`src/rtl/wrs_pkg.sv`:
```
// Package: shared types, constants and control codes for the tuner register shadow.
package wrs_pkg;

  // Default number of tuner registers in the bank
  localparam int RegCountDef = 16;
  // The device bus starts writes here
  localparam int WriteStart  = 2;
  // The device bus starts reads here
  localparam int ReadStart   = 'h0a;
  localparam int ValueW      = 16;
  localparam int ByteW       = 8;

  typedef enum logic [1:0] {
    CMD_WRITE      = 2'd0,
    CMD_READ_BEGIN = 2'd1,
    CMD_RX_BYTE    = 2'd2,
    CMD_QUERY      = 2'd3
  } cmd_e;

  typedef enum logic [1:0] {
    KIND_TX_BYTE   = 2'd0,
    KIND_RD_COUNT  = 2'd1,
    KIND_RD_DONE   = 2'd2,
    KIND_QUERY     = 2'd3
  } kind_e;

  typedef struct packed {
    logic [1:0]        cmd;
    logic [3:0]        reg_index;
    logic [ValueW-1:0] wr_value;
    logic [ByteW-1:0]  rx_byte;
  } in_item_t;

  typedef struct packed {
    logic [1:0]        kind;
    logic [ValueW-1:0] value;
    logic              last;
  } out_item_t;

  // Shadow read address source
  typedef enum logic [1:0] {
    RD_WALK,
    RD_FILL,
    RD_TARGET
  } rd_src_e;

  // Shadow write source
  typedef enum logic [1:0] {
    WR_NONE,
    WR_TARGET,
    WR_FILL_HI,
    WR_FILL_MERGE
  } wr_src_e;

  // Output register load source
  typedef enum logic [2:0] {
    OUT_NONE,
    OUT_COUNT,
    OUT_WR_HI,
    OUT_WR_LO,
    OUT_DONE,
    OUT_QUERY
  } out_src_e;

  typedef struct packed {
    logic     capture;
    logic     rd_en;
    rd_src_e  rd_src;
    wr_src_e  wr_src;
    out_src_e out_src;
    logic     walk_init;
    logic     walk_next;
    logic     win_arm;
    logic     fill_hi;
    logic     fill_lo;
  } dp_ctrl_t;

  typedef struct packed {
    cmd_e cmd;
    logic read_active;
    logic low_half_next;
    logic walk_at_target;
    logic fill_at_end;
  } dp_stat_t;

endpackage

```
`src/rtl/wrs_ram.sv`:
```
// Generic single-write, single-read RAM with registered read data.
module wrs_ram #(
  parameter int Width = 16,
  parameter int Depth = 16
) (
  input  logic                     clk_i,
  input  logic                     we_i,
  input  logic [$clog2(Depth)-1:0] waddr_i,
  input  logic [Width-1:0]         wdata_i,
  input  logic                     re_i,
  input  logic [$clog2(Depth)-1:0] raddr_i,
  output logic [Width-1:0]         rdata_o
);

  logic [Width-1:0] mem_q [Depth];
  logic [Width-1:0] rdata_q;

  always_ff @(posedge clk_i) begin
    if (we_i) begin
      mem_q[waddr_i] <= wdata_i;
    end
    if (re_i) begin
      rdata_q <= mem_q[raddr_i];
    end
  end

  assign rdata_o = rdata_q;

endmodule

```
`src/rtl/wrs_datapath.sv`:
```
// Datapath: item capture, shadow bank, read window registers and output register.
module wrs_datapath #(
  parameter int RegCount = wrs_pkg::RegCountDef
) (
  input  logic                clk_i,
  input  logic                rst_ni,
  input  wrs_pkg::in_item_t   in_item_i,
  input  wrs_pkg::dp_ctrl_t   ctrl_i,
  output wrs_pkg::dp_stat_t   stat_o,
  output wrs_pkg::out_item_t  out_item_o
);

  localparam int IdxW = (RegCount > 1) ? $clog2(RegCount) : 1;
  localparam int CntW = $clog2(RegCount + 1);
  localparam int VW   = (CntW > 4) ? CntW : 4;
  localparam int DW   = CntW + 1;
  localparam logic [IdxW-1:0] WrStartIdx = IdxW'(wrs_pkg::WriteStart % RegCount);
  localparam logic [IdxW-1:0] RdStartIdx = IdxW'(wrs_pkg::ReadStart % RegCount);
  localparam logic [IdxW-1:0] LastIdx    = IdxW'(RegCount - 1);
  localparam logic [VW-1:0]   RegCountV  = VW'(RegCount);
  localparam logic [DW-1:0]   RegCountD  = DW'(RegCount);

  // Reduce a 4-bit register index into the bank
  function automatic logic [IdxW-1:0] wrap_idx(input logic [3:0] idx);
    logic [VW-1:0] v;
    v = VW'(idx);
    for (int k = 0; k < 4; k++) begin
      if (v >= RegCountV) begin
        v = v - RegCountV;
      end
    end
    return IdxW'(v);
  endfunction

  function automatic logic [IdxW-1:0] next_idx(input logic [IdxW-1:0] i);
    return (i == LastIdx) ? '0 : i + IdxW'(1);
  endfunction

  logic [1:0]                 cmd_q;
  logic [IdxW-1:0]            target_q;
  logic [wrs_pkg::ValueW-1:0] wval_q;
  logic [wrs_pkg::ByteW-1:0]  rx_q;

  logic [IdxW-1:0]     walk_q, walk_d;
  logic [IdxW-1:0]     fill_q, fill_d;
  logic [IdxW-1:0]     end_q, end_d;
  logic                low_half_q, low_half_d;
  logic                active_q, active_d;
  logic [RegCount-1:0] valid_q, valid_d;
  logic                rd_valid_q;

  logic                       ram_we;
  logic [IdxW-1:0]            ram_waddr;
  logic [wrs_pkg::ValueW-1:0] ram_wdata;
  logic [IdxW-1:0]            ram_raddr;
  logic [wrs_pkg::ValueW-1:0] ram_rdata;
  logic [wrs_pkg::ValueW-1:0] rd_value;
  logic [wrs_pkg::ValueW-1:0] merged;
  logic [DW-1:0]              span;
  logic [wrs_pkg::ValueW-1:0] byte_count;

  wrs_pkg::out_item_t out_q, out_d;

  always_ff @(posedge clk_i) begin
    if (ctrl_i.capture) begin
      cmd_q    <= in_item_i.cmd;
      target_q <= wrap_idx(in_item_i.reg_index);
      wval_q   <= in_item_i.wr_value;
      rx_q     <= in_item_i.rx_byte;
    end
  end

  // Unwritten entries read as zero
  assign rd_value = rd_valid_q ? ram_rdata : '0;
  assign merged   = rd_value | {{(wrs_pkg::ValueW - wrs_pkg::ByteW){1'b0}}, rx_q};

  always_comb begin
    unique case (ctrl_i.rd_src)
      wrs_pkg::RD_WALK: ram_raddr = walk_q;
      wrs_pkg::RD_FILL: ram_raddr = fill_q;
      default:          ram_raddr = target_q;
    endcase
  end

  always_comb begin
    ram_we    = 1'b1;
    ram_waddr = fill_q;
    ram_wdata = merged;
    unique case (ctrl_i.wr_src)
      wrs_pkg::WR_TARGET: begin
        ram_waddr = target_q;
        ram_wdata = wval_q;
      end
      wrs_pkg::WR_FILL_HI: begin
        ram_wdata = {rx_q, {wrs_pkg::ByteW{1'b0}}};
      end
      wrs_pkg::WR_FILL_MERGE: begin
        ram_wdata = merged;
      end
      default: begin
        ram_we = 1'b0;
      end
    endcase
  end

  wrs_ram #(
    .Width(wrs_pkg::ValueW),
    .Depth(RegCount)
  ) u_shadow (
    .clk_i  (clk_i),
    .we_i   (ram_we),
    .waddr_i(ram_waddr),
    .wdata_i(ram_wdata),
    .re_i   (ctrl_i.rd_en),
    .raddr_i(ram_raddr),
    .rdata_o(ram_rdata)
  );

  // Registers from the read start up to the target, with wrap
  always_comb begin
    if (target_q >= RdStartIdx) begin
      span = DW'(target_q) - DW'(RdStartIdx) + DW'(1);
    end else begin
      span = DW'(target_q) + RegCountD - DW'(RdStartIdx) + DW'(1);
    end
    byte_count = wrs_pkg::ValueW'({span, 1'b0});
  end

  always_comb begin
    walk_d     = walk_q;
    fill_d     = fill_q;
    end_d      = end_q;
    low_half_d = low_half_q;
    active_d   = active_q;
    valid_d    = valid_q;
    if (ram_we) begin
      valid_d[ram_waddr] = 1'b1;
    end
    if (ctrl_i.walk_init) begin
      walk_d = WrStartIdx;
    end else if (ctrl_i.walk_next) begin
      walk_d = next_idx(walk_q);
    end
    if (ctrl_i.win_arm) begin
      fill_d     = RdStartIdx;
      end_d      = target_q;
      low_half_d = 1'b0;
      active_d   = 1'b1;
    end
    if (ctrl_i.fill_hi) begin
      low_half_d = 1'b1;
    end
    if (ctrl_i.fill_lo) begin
      low_half_d = 1'b0;
      if (fill_q == end_q) begin
        active_d = 1'b0;
        fill_d   = RdStartIdx;
      end else begin
        fill_d = next_idx(fill_q);
      end
    end
  end

  always_ff @(posedge clk_i or negedge rst_ni) begin
    if (!rst_ni) begin
      walk_q     <= '0;
      fill_q     <= RdStartIdx;
      end_q      <= '0;
      low_half_q <= 1'b0;
      active_q   <= 1'b0;
      valid_q    <= '0;
      rd_valid_q <= 1'b0;
    end else begin
      walk_q     <= walk_d;
      fill_q     <= fill_d;
      end_q      <= end_d;
      low_half_q <= low_half_d;
      active_q   <= active_d;
      valid_q    <= valid_d;
      if (ctrl_i.rd_en) begin
        rd_valid_q <= valid_q[ram_raddr];
      end
    end
  end

  always_comb begin
    out_d = out_q;
    unique case (ctrl_i.out_src)
      wrs_pkg::OUT_COUNT: begin
        out_d.kind  = wrs_pkg::KIND_RD_COUNT;
        out_d.value = byte_count;
        out_d.last  = 1'b0;
      end
      wrs_pkg::OUT_WR_HI: begin
        out_d.kind  = wrs_pkg::KIND_TX_BYTE;
        out_d.value = {{wrs_pkg::ByteW{1'b0}}, rd_value[wrs_pkg::ValueW-1 -: wrs_pkg::ByteW]};
        out_d.last  = 1'b0;
      end
      wrs_pkg::OUT_WR_LO: begin
        out_d.kind  = wrs_pkg::KIND_TX_BYTE;
        out_d.value = {{wrs_pkg::ByteW{1'b0}}, rd_value[wrs_pkg::ByteW-1:0]};
        out_d.last  = (walk_q == target_q);
      end
      wrs_pkg::OUT_DONE: begin
        out_d.kind  = wrs_pkg::KIND_RD_DONE;
        out_d.value = merged;
        out_d.last  = 1'b0;
      end
      wrs_pkg::OUT_QUERY: begin
        out_d.kind  = wrs_pkg::KIND_QUERY;
        out_d.value = rd_value;
        out_d.last  = 1'b0;
      end
      default: begin
        out_d = out_q;
      end
    endcase
  end

  always_ff @(posedge clk_i) begin
    out_q <= out_d;
  end

  assign out_item_o = out_q;

  assign stat_o.cmd            = wrs_pkg::cmd_e'(cmd_q);
  assign stat_o.read_active    = active_q;
  assign stat_o.low_half_next  = low_half_q;
  assign stat_o.walk_at_target = (walk_q == target_q);
  assign stat_o.fill_at_end    = (fill_q == end_q);

endmodule

```
`src/rtl/wrs_ctrl.sv`:
```
// Controller: state machine that sequences each command and owns output valid.
module wrs_ctrl (
  input  logic              clk_i,
  input  logic              rst_ni,
  input  logic              in_valid_i,
  output logic              in_ready_o,
  output logic              out_valid_o,
  input  logic              out_ready_i,
  input  wrs_pkg::dp_stat_t stat_i,
  output wrs_pkg::dp_ctrl_t ctrl_o
);

  typedef enum logic [2:0] {
    S_IDLE,
    S_EXEC,
    S_WR_RD,
    S_WR_HI,
    S_WR_LO,
    S_RX_MRG,
    S_QUERY
  } state_e;

  state_e state_q, state_d;
  logic   out_valid_q, out_valid_d;
  logic   out_free;
  logic   out_load;

  assign out_free   = !out_valid_q || out_ready_i;
  assign in_ready_o = (state_q == S_IDLE);

  always_comb begin
    ctrl_o           = '0;
    ctrl_o.rd_src    = wrs_pkg::RD_TARGET;
    ctrl_o.wr_src    = wrs_pkg::WR_NONE;
    ctrl_o.out_src   = wrs_pkg::OUT_NONE;
    state_d          = state_q;
    unique case (state_q)
      S_IDLE: begin
        if (in_valid_i) begin
          ctrl_o.capture = 1'b1;
          state_d        = S_EXEC;
        end
      end
      S_EXEC: begin
        unique case (stat_i.cmd)
          wrs_pkg::CMD_WRITE: begin
            ctrl_o.wr_src    = wrs_pkg::WR_TARGET;
            ctrl_o.walk_init = 1'b1;
            state_d          = S_WR_RD;
          end
          wrs_pkg::CMD_READ_BEGIN: begin
            if (out_free) begin
              ctrl_o.out_src = wrs_pkg::OUT_COUNT;
              ctrl_o.win_arm = 1'b1;
              state_d        = S_IDLE;
            end
          end
          wrs_pkg::CMD_RX_BYTE: begin
            // Drop bytes that arrive with no window armed
            if (!stat_i.read_active) begin
              state_d = S_IDLE;
            end else if (!stat_i.low_half_next) begin
              ctrl_o.wr_src  = wrs_pkg::WR_FILL_HI;
              ctrl_o.fill_hi = 1'b1;
              state_d        = S_IDLE;
            end else begin
              ctrl_o.rd_en  = 1'b1;
              ctrl_o.rd_src = wrs_pkg::RD_FILL;
              state_d       = S_RX_MRG;
            end
          end
          default: begin
            ctrl_o.rd_en  = 1'b1;
            ctrl_o.rd_src = wrs_pkg::RD_TARGET;
            state_d       = S_QUERY;
          end
        endcase
      end
      S_WR_RD: begin
        ctrl_o.rd_en  = 1'b1;
        ctrl_o.rd_src = wrs_pkg::RD_WALK;
        state_d       = S_WR_HI;
      end
      S_WR_HI: begin
        if (out_free) begin
          ctrl_o.out_src = wrs_pkg::OUT_WR_HI;
          state_d        = S_WR_LO;
        end
      end
      S_WR_LO: begin
        if (out_free) begin
          ctrl_o.out_src = wrs_pkg::OUT_WR_LO;
          if (stat_i.walk_at_target) begin
            state_d = S_IDLE;
          end else begin
            ctrl_o.walk_next = 1'b1;
            state_d          = S_WR_RD;
          end
        end
      end
      S_RX_MRG: begin
        // Hold the merge until the output can take the final value
        if (!stat_i.fill_at_end || out_free) begin
          ctrl_o.wr_src  = wrs_pkg::WR_FILL_MERGE;
          ctrl_o.fill_lo = 1'b1;
          if (stat_i.fill_at_end) begin
            ctrl_o.out_src = wrs_pkg::OUT_DONE;
          end
          state_d = S_IDLE;
        end
      end
      S_QUERY: begin
        if (out_free) begin
          ctrl_o.out_src = wrs_pkg::OUT_QUERY;
          state_d        = S_IDLE;
        end
      end
      default: begin
        state_d = S_IDLE;
      end
    endcase
  end

  assign out_load = (ctrl_o.out_src != wrs_pkg::OUT_NONE);

  always_comb begin
    if (out_load) begin
      out_valid_d = 1'b1;
    end else if (out_ready_i) begin
      out_valid_d = 1'b0;
    end else begin
      out_valid_d = out_valid_q;
    end
  end

  always_ff @(posedge clk_i or negedge rst_ni) begin
    if (!rst_ni) begin
      state_q     <= S_IDLE;
      out_valid_q <= 1'b0;
    end else begin
      state_q     <= state_d;
      out_valid_q <= out_valid_d;
    end
  end

  assign out_valid_o = out_valid_q;

endmodule

```
`src/rtl/wrapping_register_window_shadow.sv`:
```
// Top level: shadow bank of tuner registers with write streaming and read window fill.
// One item is worked at a time. Every item is first taken in and then decoded. A write
// then walks the bank from register 2 to the target with wrap; for each register it
// reads the shadow, then sends the high and the low byte, so a write of n registers
// gives 2n bytes. A begin-read, a received high byte or a received byte with no window
// armed needs no shadow read; a query or any received low byte, the final one included,
// first reads the shadow. The single read port of the shadow RAM sets the pace. Output
// stalls hold any step that loads the output. The shadow is cleared at reset through
// per-entry valid bits, with no pass.
module wrapping_register_window_shadow #(
  parameter int RegCount = wrs_pkg::RegCountDef
) (
  input  logic               clk_i,
  input  logic               rst_ni,
  input  logic               in_valid_i,
  output logic               in_ready_o,
  input  wrs_pkg::in_item_t  in_item_i,
  output logic               out_valid_o,
  input  logic               out_ready_i,
  output wrs_pkg::out_item_t out_item_o
);

  wrs_pkg::dp_ctrl_t ctrl;
  wrs_pkg::dp_stat_t stat;

  wrs_ctrl u_ctrl (
    .clk_i      (clk_i),
    .rst_ni     (rst_ni),
    .in_valid_i (in_valid_i),
    .in_ready_o (in_ready_o),
    .out_valid_o(out_valid_o),
    .out_ready_i(out_ready_i),
    .stat_i     (stat),
    .ctrl_o     (ctrl)
  );

  wrs_datapath #(
    .RegCount(RegCount)
  ) u_datapath (
    .clk_i     (clk_i),
    .rst_ni    (rst_ni),
    .in_item_i (in_item_i),
    .ctrl_i    (ctrl),
    .stat_o    (stat),
    .out_item_o(out_item_o)
  );

endmodule
```
`config.mk`:
```
export PLATFORM = sky130hd
export DESIGN_NAME = wrapping_register_window_shadow
export DESIGN_NICKNAME = d
export VERILOG_FILES = /design/src/rtl/wrs_pkg.sv /design/src/rtl/wrs_ram.sv /design/src/rtl/wrs_datapath.sv /design/src/rtl/wrs_ctrl.sv /design/src/rtl/wrapping_register_window_shadow.sv
export SDC_FILE = /design/constraint.sdc
export NUM_CORES = 1
export LEC_CHECK = 0
export ABC_AREA = 1
export BUFFER_PORTS_ARGS = -buffer_cell sky130_fd_sc_hd__buf_4
export CAP_MARGIN = 25
export CORE_ASPECT_RATIO = 0.8
export CORE_UTILIZATION = 62
export DETAILED_ROUTE_END_ITERATION = 10
export PLACE_DENSITY = 0.77
export SLEW_MARGIN = 40
export SYNTH_ARGS = -nofsm -noshare
export SYNTH_HDL_FRONTEND = slang
export SYNTH_SLANG_ARGS = --single-unit
```
`constraint.sdc`:
```
create_clock -name clk_i -period 4.87 [get_ports clk_i]
set_input_delay 0.7305 -clock clk_i [delete_from_list [all_inputs] [get_ports clk_i]]
set_output_delay 0.7305 -clock clk_i [all_outputs]
set_load 0.02 [all_outputs]
```
==> run summary, run 1 <==
The run finished with clean final reports. The final layout contains routed wiring with a total length of 35,500 um. The initialized floorplan defines 51 standard-cell rows. The number of hold violations in the final report is 0.

The internal portion of the total power is 0.00707 W. Headroom to the max-slew limit came out at 0.437. The buffer cell driving the clock tree root is clkbuf_16.

The number of global-route vias before repair is 9,559. The final weighted congestion in routability-driven placement came out at 0.896. The total of flip-flops plus latches after synthesis is 356.

After synthesis, the share of flip-flops with an asynchronous set or reset is 0.0983. The slew at the pin with the worst max-slew slack came out at 0.843 ns. The number of detailed-route iterations in the first pass is 5.

Across every metal layer, demand over resource in global routing totals 0.283. The share of Yosys cell area claimed by the top area cell type came out at 0.622. The synthesized-area fraction occupied by and/or/nand/nor cells is 0.150. The number of antenna violations at the first check in global routing came to 0.

The final number of max-transition violations came out at 0. After clock tree synthesis, the flow added hold-fix buffers numbering 0. The required arrival time at the worst endpoint is 5.07 ns. The share of total power dissipated in sequential elements is 0.408. The area of the mapped netlist came out at 15,500 sq um.

Of the total power, the share spent switching nets is 0.360. The number of setup buffers added after CTS is 0. TritonCTS built the clock tree. For this run, the register share of the synthesized area comes to 0.678. The total overflow reported by the global router is 0. The first-pass GRT wire length is 53,500 um. When the netlist entered floorplanning its net count stood at 1,247. The detailed router's first-iteration violation count came out at 1,108. The adder-cell share of the synthesized area is 0.00888.

The synthesized design spends more area on one cell type than any other, namely edfxtp_1. The quantity of gates resized following cts came out at 0. The min-delay analysis places its worst path in the category input pin to asynchronous set/reset pin. The shortest period the worst path allows is 3.68 ns. The total number of nets in the final design came out at 1,319. The die boundary height came out at 143 um.

By area the synthesized netlist is led by edfxtp_1, dfrtp_1, nand3_1. The via total after detailed routing came out at 9,988. The total negative slack is 0 ns. The post-synthesis average cell area came out at 12.9 sq um. Summing internal, switching and leakage power gives 0.0110 W.

The DRC violations left came out at 0. The compound-gate portion of the synthesized area is 0.111. After detailed placement, the total cell area comes to 16,300 sq um.

The number of nets with antenna violations after detailed routing came out at 0. The top flip-flop cell by instance count after synthesis is edfxtp_1. The final design area excluding fillers is 17,500 sq um. The maximum clock skew at final layout came out at 0.0188 ns.

The share of total power dissipated in the clock network is 0.261. The logic gate share of total power is 0.331. The multiplexer share of the synthesized area is 0.000726.

The wire length per cell after detailed routing came out at 21.9 um. The depth of the CTS H-tree is 2. The via count normalized by instance count is 6.17. The maximum ir drop on the vdd rail came out at 0.000397 V. Synthesis handed over a netlist of 1,202 instances. The share of post-route cells with drive strength above 1 came out at 0.182. The layout-stage area growth over the synthesis result came out at 13.1%. The filler cell count in the final layout is 1,583. The net switching power figure came out at 0.00398 W.

The number of buffers between clock root and the deepest sink is 3. The footprint of the flip-flops and latches came out at 10,500 sq um. The number of diodes came out at 0. The TritonCTS sink count came out at 356. Setup repair after global routing left no endpoint under its margin. For this configuration, the core starts out at a cell density of 0.634. Summed over all nets, the half-perimeter wirelength after detailed placement is 22,100 um.

Hold is met by 0.161 ns. The count of yosys warnings during synthesis is 0. The number of port buffers is 54. The area used by multi-input combinational logic is 4380 sq um.

By area, the combinational part of the netlist is dominated by simple AND/OR/NAND/NOR gates. The kind of critical path is flop to flop. The number of ports placed on the die boundary came out at 55. The power density over the cells came out at 630 nW/um^2. Derived from the worst setup path, the maximum achievable clock frequency is 271 MHz. The worst setup path is captured at a flop. The source-to-sink clock delay at the later pin of the worst-skew pair came out at 0.53 ns.

The width of the die is 179 um. Summed over all cells, the static leakage comes to 6.26 nW. Entering global routing, the biggest net connects 129 pins. In the finished design, the share of the clock period the worst path needs comes to 0.756. The number of flops mapped to enable cells by yosys is 321. The netlist uses 44 different library cells. The register clock-pin slew on the reported worst setup and hold paths is 0.06 ns. In this run the worst path has a maximum fanout of 24. The total of max-cap violations is 0. The overall die area came out at 25,700 sq um. The total clock buffers created by CTS is 37. The worst setup path is launched from a flop.

The final setup violation count is 0. The post-synthesis xor/xnor area fraction is 0.00734. The critical path data arrival time came out at 3.88 ns. The core region area came out at 24,400 sq um.
## power by group through the flow
stage          clock (W)  sequential, W  combinational (W)
2_1_floorplan          0        0.00456            0.00241
3_3_place_gp           0        0.00455            0.00346
3_5_place_dp           0        0.00455            0.00360
4_1_cts          0.00290        0.00450            0.00362
5_1_grt          0.00302        0.00454            0.00396
6_report         0.00288        0.00450            0.00366
## through the flow
step,cells,setup WS (ns),utilization
floorplan,1202,1.11,-
global placement,1544,0.838,0.664
detailed placement,1553,0.667,0.667
CTS,1618,0.984,0.718
global route,1618,0.921,0.718
finish,1618,1.19,0.718
## metal layers
layer | share of wire | wire length (um) | track usage
met3 | 0.087 | 3090 | 0.0569
met5 | 0 | 0 | 0
met4 | 0.029 | 1040 | 0.105
met2 | 0.46 | 16200 | 0.429
met1 | 0.43 | 15100 | 0.409
## cell usage after synthesis, types with 7 or more instances
master    number
inv_1         68
nor2_1        56
nand3_1      161
o211ai_2      40
dfrtp_1       33
buf_2         10
o211ai_1      99
clkbuf_1      28
or2_1        122
a21oi_1       18
buf_6         14
or2_2          7
edfxtp_1     321
o21ai_0       52
ha_1          11
xnor2_1        7
nand2_1       89
## worst max-delay path, cell delays in order, from the launching register on
cell	delay (ns)
dfrtp_1	0.44
inv_2	0.11
nand2_2	0.07
nor2_4	0.18
inv_1	0.08
nor3_1	0.45
nor2_1	0.17
inv_1	0.09
ha_2	0.48
nand2_1	0.11
o21ai_0	0.17
nand3_1	0.45
nor2_2	0.22
buf_4	0.30
## state kept, by name, summed over array words and instances, names as in the netlist, 2 cells and up
register,count
u_datapath.end_q,4
u_datapath.valid_q,16
u_datapath.wval_q,16
u_ctrl.state_q,3
u_datapath.fill_q,4
u_datapath.cmd_q,2
u_datapath.walk_q,4
u_datapath.out_item_o,19
u_datapath.rx_q,8
u_datapath.u_shadow.mem_q,256
u_datapath.u_shadow.rdata_o,16
u_datapath.target_q,4
## cell usage in the layout, fill, tap and decap left out, types with 3 or more instances in the layout
cell,count
a21oi_1,18
a31oi_1,4
buf_2,7
buf_4,82
bufinv_16,5
clkbuf_1,9
clkbuf_16,38
clkinv_1,7
clkinv_2,6
dfrtp_1,33
edfxtp_1,321
ha_1,10
inv_1,68
inv_2,6
nand2_1,89
nand2_2,3
nand3_1,161
nand4_1,3
nor2_1,39
nor2_2,20
nor3_1,3
o211ai_1,99
o211ai_2,40
o21ai_0,52
o22ai_1,5
or2_1,122
or2_2,7
xnor2_1,7
xor2_1,6
## layout make-up
class	instances	share of cell area
tap	318	0.0227
timing repair buffer	92	0.0402
sequential	356	0.600
clock buffer	48	0.0569
multi-input combinational	708	0.250
clock inverter	17	0.0136
inverter	79	0.0170
## kinds of logic (layout without fill, tap and decap cells)
group,Yosys count,after routing
AO/OA/AOI/OAI,227,227
XOR/XNOR,13,13
adder cells (fa/ha/maj),11,11
buffers and inverters,138,236
flip-flops,356,356
multiplexers,1,1
AND/OR/NAND/NOR,456,456
## path summary, 6_finish.rpt
check,startpoint,endpoint,slack [ns],depth (start not counted)
min in group clk_i,in_item_i[5],u_datapath.rx_q[5]$_DFFE_PP_,0.37,1
worst min register to register,u_datapath.valid_q[14]$_DFFE_PN0N_,u_datapath.valid_q[14]$_DFFE_PN0N_,0.46,2
worst min-delay path,rst_ni,u_datapath.active_q$_DFF_PN0_,0.16,1
worst max-delay path,u_ctrl.state_q[1]$_DFFE_PN0P_,u_datapath.u_shadow.mem_q[9][11]$_DFFE_PP_,1.19,13
max in group asynchronous,rst_ni,u_datapath.fill_q[3]$_DFFE_PN1P_,4.35,1
worst max register to register,u_ctrl.state_q[1]$_DFFE_PN0P_,u_datapath.u_shadow.mem_q[9][11]$_DFFE_PP_,1.19,13
(Power assumes the default switching activity.)
==> run 2: changes to the inputs <==
==> constraint.sdc (replaced) <==
create_clock -name clk_i -period 3.55 [get_ports clk_i]
set_input_delay 0.5325 -clock clk_i [delete_from_list [all_inputs] [get_ports clk_i]]
set_output_delay 0.5325 -clock clk_i [all_outputs]
set_load 0.02 [all_outputs]
==> run 2 against run 1 <==
Global-route usage grew 3.1 points. Total power is 41% higher. Highest routed layer unchanged. Clock power rose by 33%. Combinational power is 54% higher. Critical endpoint is now u_datapath.u_shadow.mem_q[13][6]$_DFFE_PP_. Routed wire length rose by 10%. Register-to-register slack worse by 1.0 ns. Final area increased by 0.83%. Clock skew up 0.0072 ns. Via count increased by 4.4%. Hold slack improved by 0.016 ns.
==> run summary, run 2 (synthesized netlist as in run 1, its figures left out) <==
The power density over the cells came out at 884 nW/um^2. For this design, the sink count on the clock tree is 356. In this run the horizontal extent of the chip is 179 um. At the worst endpoint, the required time is 3.75 ns. The worst setup path is of the flop to flop kind. The critical path data arrival time is 3.57 ns. The final setup violation count is 0. The critical path's largest stage delay came out at 0.39 ns.

On the critical path, the stage with the largest delay is an instance of dfrtp_1. After detailed routing, the number of remaining DRC violations is 0. The tool flagged a number of max-cap violations equal to 0.

In the global route stage, overall resource usage came out at 0.315. Grouping stages by cell kind, the critical path spends the most delay in simple AND/OR/NAND/NOR gates. The die boundary height is 143 um. The worst setup path is captured at a flop. The overall die area came out at 25,700 sq um. The final weighted congestion in routability-driven placement is 0.926.

The slew at the pin with the worst max-slew slack came out at 0.806 ns. The number of buffers between clock root and the deepest sink is 3. In the layout the commonest cells are edfxtp_1, nand3_1, or2_1, buf_4, o211ai_1. The number of detailed-route iterations in the first pass came out at 7. The setup slack of the worst register-to-register path is 0.18 ns. The register with the most flip-flops in the final layout is u_datapath.u_shadow.mem_q. The source-to-sink clock delay at the later pin of the worst-skew pair is 0.53 ns. The number of hold violations in the final report is 0. In this run the worst setup path terminates at u_datapath.u_shadow.mem_q[13][6]$_DFFE_PP_. The endpoint identified for the worst register-to-register timing path is u_datapath.u_shadow.mem_q[13][6]$_DFFE_PP_.

The depth of the CTS H-tree is 2. The filler cells instantiated in the layout total 1,561. The count of standard-cell rows came out at 51.

Leaving out fill and tap cells, the most frequent cell in the layout is edfxtp_1. The core region area came out at 24,400 sq um. The effective utilization at floorplan came out at 0.634.

The share of the clock period used by the worst path is 0.949. The tree is rooted in a clkbuf_16. Summed over all nets, the half-perimeter wirelength after detailed placement is 25,200 um.

The number of antenna violations at the first check in global routing was 0. The leakage dissipation came out at 6.33 nW. The worst hold path belongs to the class input pin to flop. Along the worst path, the maximum fanout reaches 16. The peak clock frequency supported by timing came out at 297 MHz.

Wires add up to 39,000 um. Of the cells placed in the final design, the portion with a size suffix greater than 1 is 0.198. The depth of the worst register-to-register path came out at 13. The register clock-pin slew on the reported worst setup and hold paths came out at 0.07 ns. The layout-stage area growth over the synthesis result came out at 14.1%.

The number of ports placed on the die boundary is 55. The total number of nets in the final design came out at 1,334. The detailed router's first-iteration violation count is 1,468. The relative max-transition margin came out at 0.461.

The number of port buffers came out at 54. The number of setup buffers added after CTS came out at 0. Using the TritonRoute via totals, the vias-per-cell ratio works out to 6.38.

The pin count of the biggest net entering global routing came out at 77. The via total after detailed routing is 10.4k. The first-pass GRT wire length is 58,600 um. The minimum hold slack is 0.177 ns. The detail route stage leaves a number of antenna-violating nets equal to 0. The shortest period the worst path allows came out at 3.37 ns. Buffers inserted during clock tree synthesis total 35. The critical path starts at u_datapath.end_q[1]$_DFFE_PN0P_. The startpoint of the worst register-to-register path is u_datapath.end_q[1]$_DFFE_PN0P_. The element type at the critical path start is a flop.

The final number of max-transition violations came out at 0. The number of diodes is 0. The TritonCTS clock tree is done. The total overflow reported by the global router came out at 0. The wire length per cell after detailed routing is 23.9 um. The maximum ir drop on the vdd rail is 0.000575 V. The run finished with clean final reports. Across the routed clock network, the largest skew measured is 0.0260 ns. In this run the number of cells on the critical path is 13. Together, buffers and inverters on the worst path number 4. The design draws 0.0156 W. Setup repair after global routing could not meet its margin everywhere. The number of flip-flops in the largest register is 256. Walking the worst path, the cells encountered are or2_2, a21oi_1, nand2_1, o21ai_0, inv_1, nor2_2, inv_1, ha_1, o21ai_1, nand3_1, buf_4, nor2_2, buf_4.

The number of global-route vias before repair is 9,914.
## run 2: cell types whose count changed in the layout (fill, tap and decap cells not counted), moves of 2 or more
cell,before,now
buf_12,2,6
buf_2,7,0
buf_4,82,102
clkbuf_1,9,3
clkbuf_16,38,36
clkinv_2,6,9
clkinv_4,0,2
clkinvlp_4,0,2
nand2_1,89,87
nand2_2,3,5
nand3_1,161,159
nand3_2,0,2
o21ai_0,52,49
o21ai_1,0,3
## run 2: metrics by stage
| step | cell area, sq um | std cells | util | worst slack, ns | TNS, ns |
|---|---|---|---|---|---|
| 2_1_floorplan | 15500 | 1202 | - | -0.0159 | -1.65 |
| 3_3_place_gp | 16500 | 1569 | 0.674 | 0.343 | 0 |
| 3_5_place_dp | 16500 | 1569 | 0.674 | 0.156 | 0 |
| 4_1_cts | 17700 | 1633 | 0.723 | 0.0372 | 0 |
| 5_1_grt | 17700 | 1633 | 0.724 | 0.00396 | 0 |
| 6_report | 17700 | 1633 | 0.724 | 0.180 | 0 |
## run 2: worst reg2reg max path, delay by kind of cell, from the launching register on
family | cells | cell delay, ns
AND/OR/NAND/NOR | 5 | 0.87
AO/OA/AOI/OAI | 3 | 0.78
buffers and inverters | 4 | 0.69
flip-flops | 1 | 0.39
adder cells (fa/ha/maj) | 1 | 0.31
## run 2: cell type report
class / instances / area, sq um / area share
inverter: 79 / 299 / 0.0169
sequential: 356 / 10500 / 0.595
clock inverter: 24 / 275 / 0.0156
multi-input combinational: 708 / 4390 / 0.248
clock buffer: 39 / 912 / 0.0516
timing repair buffer: 109 / 896 / 0.0507
tap: 318 / 398 / 0.0225
## run 2: routing by layer
metal  share of wire  up-vias  GRT usage
li1                -     4595          -
met1            0.40     5041      0.468
met2            0.44      713      0.456
met3            0.13       77     0.0839
met4           0.024        0     0.0901
met5               0        -          0
## run 2: worst min path at each step
| stage | depth (start not counted) | from | end |
|---|---|---|---|
| after CTS | 1 | in_item_i[12] | u_datapath.wval_q[4]$_DFFE_PP_ |
| after floorplan | 0 | rst_ni | u_ctrl.out_valid_o$_DFFE_PN0P_ |
| final | 1 | in_item_i[3] | u_datapath.rx_q[3]$_DFFE_PP_ |
| after detailed placement | 2 | u_datapath.valid_q[9]$_DFFE_PN0N_ | u_datapath.valid_q[9]$_DFFE_PN0N_ |
| after global routing | 1 | in_item_i[2] | u_datapath.rx_q[2]$_DFFE_PP_ |
| after global placement | 2 | u_datapath.valid_q[15]$_DFFE_PN0N_ | u_datapath.valid_q[15]$_DFFE_PN0N_ |
## run 2: power by group
part	switching (W)	internal, W
sequential	0.000313	0.00586
clock	0.00159	0.00224
combinational	0.00404	0.00158
## run 2: repair_timing
item,in CTS,in global routing
hold buffers,1,0
setup endpoints to repair,0,236
resized for setup,0,8
hold endpoints to repair,33,0
